[src/cctl_ram.sv]
// ----------------------------------------------------------------------------
// cctl_ram
// Generic single write port, single read port RAM with registered read data.
// ----------------------------------------------------------------------------
module cctl_ram #(
	parameter int WIDTH = 32,
	parameter int DEPTH = 128
) (
	input  logic                     clk,
	input  logic                     we,
	input  logic [$clog2(DEPTH)-1:0] waddr,
	input  logic [WIDTH-1:0]         wdata,
	input  logic [$clog2(DEPTH)-1:0] raddr,
	output logic [WIDTH-1:0]         rdata
);

	logic [WIDTH-1:0] mem [DEPTH];

	// write port and registered read port
	always_ff @(posedge clk) begin
		if (we) begin
			mem[waddr] <= wdata;
		end
		rdata <= mem[raddr];
	end

endmodule

[config.mk]
export PLATFORM = sky130hd
export DESIGN_NAME = cctl_ram
export DESIGN_NICKNAME = d
export VERILOG_FILES = /design/src/cctl_ram.sv
export SDC_FILE = /design/constraint.sdc
export NUM_CORES = 2
export LEC_CHECK = 0
export BUFFER_PORTS_ARGS = -buffer_cell sky130_fd_sc_hd__buf_2
export CORE_ASPECT_RATIO = 0.75
export CORE_MARGIN = 2
export CORE_UTILIZATION = 59
export CTS_BUF_LIST = sky130_fd_sc_hd__clkbuf_8
export DETAILED_ROUTE_END_ITERATION = 8
export GPL_TIMING_DRIVEN = 0
export PLACE_DENSITY = 0.79
export SLEW_MARGIN = 20
export SYNTH_ARGS = -nofsm -noshare
export SYNTH_HDL_FRONTEND = slang
export SYNTH_SLANG_ARGS = --single-unit
export TNS_END_PERCENT = 30
[constraint.sdc]
create_clock -name clk -period 4 [get_ports clk]
set_input_delay 0.2 -clock clk [delete_from_list [all_inputs] [get_ports clk]]
set_output_delay 0.2 -clock clk [all_outputs]
set_load 0.05 [all_outputs]
# Word level (Yosys, flattened, before mapping)
# Memories as Yosys holds them, arrays and structs flattened. A register that Yosys moved wholly into a read port is not among the register bits.
# Cells that the tools add are included.
[word_totals]
mem_bits_ro = 0
register_bits = 0
memories = 1
ram_bits = 4096
latchBits = 0
input_bits = 48
[mem_list]
columns = ["name", "words", "word_bits", "read_ports", "rd_ports_with_merged_regs", "wr", "line", "source"]
rows = [
  ["mem", 128, 32, 1, 1, 1, "17", "logic [WIDTH-1:0] mem [DEPTH];"],
]
[op_classes]
mul = 0
eq_ne = 0
reduce_logical = 0
n_div = 0
bitwise = 0
shifts = 0
add_sub_neg = 0
muxes = 2
n_lt_le_gt_ge = 0
[op_table]
columns = ["operator", "count"]
rows = [
  ["2-to-1 mux 1 bit", 2],
]

# Depth between registers and ports, before layout
[logic_depth]
word_depth = 2
mapped_depth = 8
mapped_depth_nobuf = 4

# Least setup slack after synthesis
# OpenSTA, ideal clock, no wires.
[synth_path]
path_kind = "input to register"
start = "in we"
end = "mem mem[98][0] (enable)"
required_ns = 3.539
stages = 3
setup_ns = 0.461
n_path_buf = 1
t_arrival_ns = 2.978
setup_slack_ns = 0.561
path_cell_list = "clkbuf_1 -> nand4_1 -> nor3_1"
[synth_via]
elab_chain_cells = 2
[synth_rtl]
columns = ["element", "line", "source"]
rows = [
  ["start: declaration", "10", "input logic we,"],
  ["2-to-1 mux 1 bit", "21", "if (we) begin"],
  ["2-to-1 mux 1 bit (implied by the code)", "22", "mem[waddr] <= wdata;"],
  ["end: declaration", "17", ""],
]
# Every way passes these cells.

==> run_results.csv <==
group,metric,value,unit
run_status,status,"finished with violations",
run_status,violations,"negative setup slack",
yosys,synthArstFlopShare,0,%
setup_path,critPathLaunch,"raddr[2]",
setup_path,crit_type,"input pin to register",
power,peakVddDrop,0.000350,V
min_path,whs_endpoint,"mem[7][1]",
clock_tree,cts.reportedPaths.clkPinSlew,60,ps
yosys,synth-simple-area-share,0.446,%
yosys,synth_top_cell_by_area,"edfxtp_1",
routing,drt_iter0_markers,15862,
yosys,synthAdderAreaFrac,0,%
global_route,grt_use_total,33.4,%
setup_path,worstPathArrival,5110,ps
yosys,synth-main-ff-cell,"edfxtp_1",
yosys,syn_nets,6038,
die,die_area,269000,sq um
yosys,yosys-top-cells-area,"edfxtp_1, mux4_2, clkbuf_1",
timing,grt_setup_unrepaired,"false",
timing,period_share,104,%
clock_tree,cts_buffers,579,
setup_path,worstPathMaxFanout,11,
yosys,avgSynthCellArea,26.1,sq um
layout,syn2layout_area_growth,13.8,%
routing,first_pass_iters,8,
yosys,syn_area,156000,sq um
yosys,ys_seq_area_share,79.1,%
global_route,overflow,0,
clock_tree,cts_tree,"built",
setup_path,reg2reg_depth,5,
routing,via_count,77853,
routing,finalWirelength,450000,microns
clock_tree,htreeDepth,6,
setup_path,worstReg2RegStart,"mem[104][31]",
timing,finalMaxSlewViolations,0,
routing,drc,0,
placed_design,portBuffers,68,
die,io_pins,80,
yosys,synth-xor-area-share,0,%
clock_tree,clk_latency,1110,ps
yosys,synth_top_family_by_area,"multiplexers",
global_route,grt_pass1_vias,76535,
power,powerDensity,470,nW/um^2
layout,drive_above_1_share,35.8,%
yosys,synth_edf_count,4096,
clock_tree,cts_resized,0,
setup_path,rr_endpoint,"rdata[31]",
timing,skew,50.1,ps
timing,layout_min_cycle_time,4160,ps
yosys,synthCells,5990,
global_route,grt_first_pass_wirelength,610000,microns
min_path,hold_path.class,"input pin to register",
clock_tree,postCtsHoldBufs,41,
setup_path,cp-start-kind,"input pin",
placed_design,hpwl,296000,microns
timing,setup_ws,-160,ps
clock_tree,post_cts_buffers,0,
die,rows,163,
clock_tree,cts_root_buf,"clkbuf_8",
routing,routedWlPerCell,41.2,microns
setup_path,crit_path_end_kind,"register",
die,die_y,450,microns
layout,nFillCells,14497,
yosys,yosys-top-cells-count,"edfxtp_1, mux4_2, clkbuf_1",
layout,nets,6953,
global_route,antenna_found_initial,74,
placed_design,place_congestion,0.950,
yosys,synth_top_area_share,78.7,%
yosys,synth_mux_area_share,19.6,%
timing,tns,-160,ps
yosys,ys_ff_latch,4128,
yosys,synth_cell_type_count,17,
routing,avgViaCountPerCell,7.13,
die,coreArea,263000,sq um
setup_path,rrSetupSlack,910,ps
global_route,grt_max_degree,106,
timing,fmax,240,MHz
placed_design,dp_slack,-655,ps
setup_path,critPathRequiredTime,4950,ps
yosys,synth_compound_area_share,0,%
timing,finalHoldViolations,0,
run,maxCapViolations,0,
yosys,yosysWarningCount,0,
yosys,yosysMostFrequentCell,"edfxtp_1",
timing,tightest_slew,1240,ps
min_path,min_from,"wdata[1]",
die,initial_core_util,59.4,%
power,leakagePower,55.2,nW
clock_tree,clock_path_buffers,4,
min_path,hold_path_depth,2,
routing,antenna_left,0,
clock_tree,clkSinkCount,4128,
die,die_w,598,microns
timing,setup_viol,1,
power,power,83.6,mW
timing,whs,73.0,ps
timing,relSlewSlack,17.2,%
## stage by stage
stage | utilization [%] | instances | cell area (sq um)
floorplan | - | 5990 | 156000
global placement | 61.2 | 9605 | 161000
detailed placement | 63.5 | 9829 | 167000
CTS | 67.5 | 10860 | 178000
global route | 67.5 | 10887 | 178000
finish | 67.5 | 10917 | 178000
## metal layers
layer | part of all wire (%) | track usage [%]
met1 | 32 | 45.2
met2 | 44 | 47.0
met3 | 19 | 15.9
met4 | 4.8 | 14.1
met5 | 0.053 | 0
## state kept, by name, summed over array words and instances, names as in the netlist
signal,flops
mem,4096
rdata,32
## layout make-up
type	count	area (sq um)	area share (%)
sequential	4128	124000	69.5
antenna	56	140	0.0788
timing repair buffer	334	5920	3.33
clock buffer	607	8350	4.70
clock inverter	383	1710	0.960
tap	3547	4440	2.50
buffer	316	1380	0.775
multi-input combinational	1546	32300	18.1
## cells by family after synthesis
family / Yosys count
mux: 1376
flops: 4128
simple gates: 170
buf+inv: 316
## power by group
group          internal, mW  switching (mW)
combinational          1.90            3.65
sequential             47.8          0.0821
clock                  14.3            15.9
total                  64.0            19.6
## placed cells by master, fill, tap and decap left out, types with 14 or more instances in the layout
cell type,netlist,final
buf_1,50,39
buf_12,0,50
buf_16,0,130
buf_2,79,122
buf_4,3,38
buf_6,2,39
clkbuf_1,182,140
clkbuf_2,0,46
clkbuf_8,0,607
clkinv_1,0,132
clkinv_2,0,50
clkinvlp_4,0,16
dfxtp_1,32,32
diode_2,0,56
dlygate4sd3_1,0,41
edfxtp_1,4096,4096
inv_1,0,177
mux2_2,32,32
mux4_2,1344,1344
nand2_1,14,14
nor2_4,0,119
## worst max-delay path: stages
cell and delay, ps:
clkbuf_1 220, buf_2 520, clkbuf_2 480, buf_16 230, clkbuf_1 870, mux4_2 470, mux4_2 660, mux4_2 570
mux2_2 280, dlygate4sd3_1 550
## worst max-delay path by stage
stage	to	slack, ps	cells past startpoint
after floorplan	mem[98][0]	560	3
after global placement	mem[98][7]	-2440	4
after detailed placement	rdata[30]	-650	9
after CTS	rdata[31]	90	10
after global routing	rdata[31]	20	10
final	rdata[31]	-160	10
No activity file was read; power rests on OpenSTA's default activity.
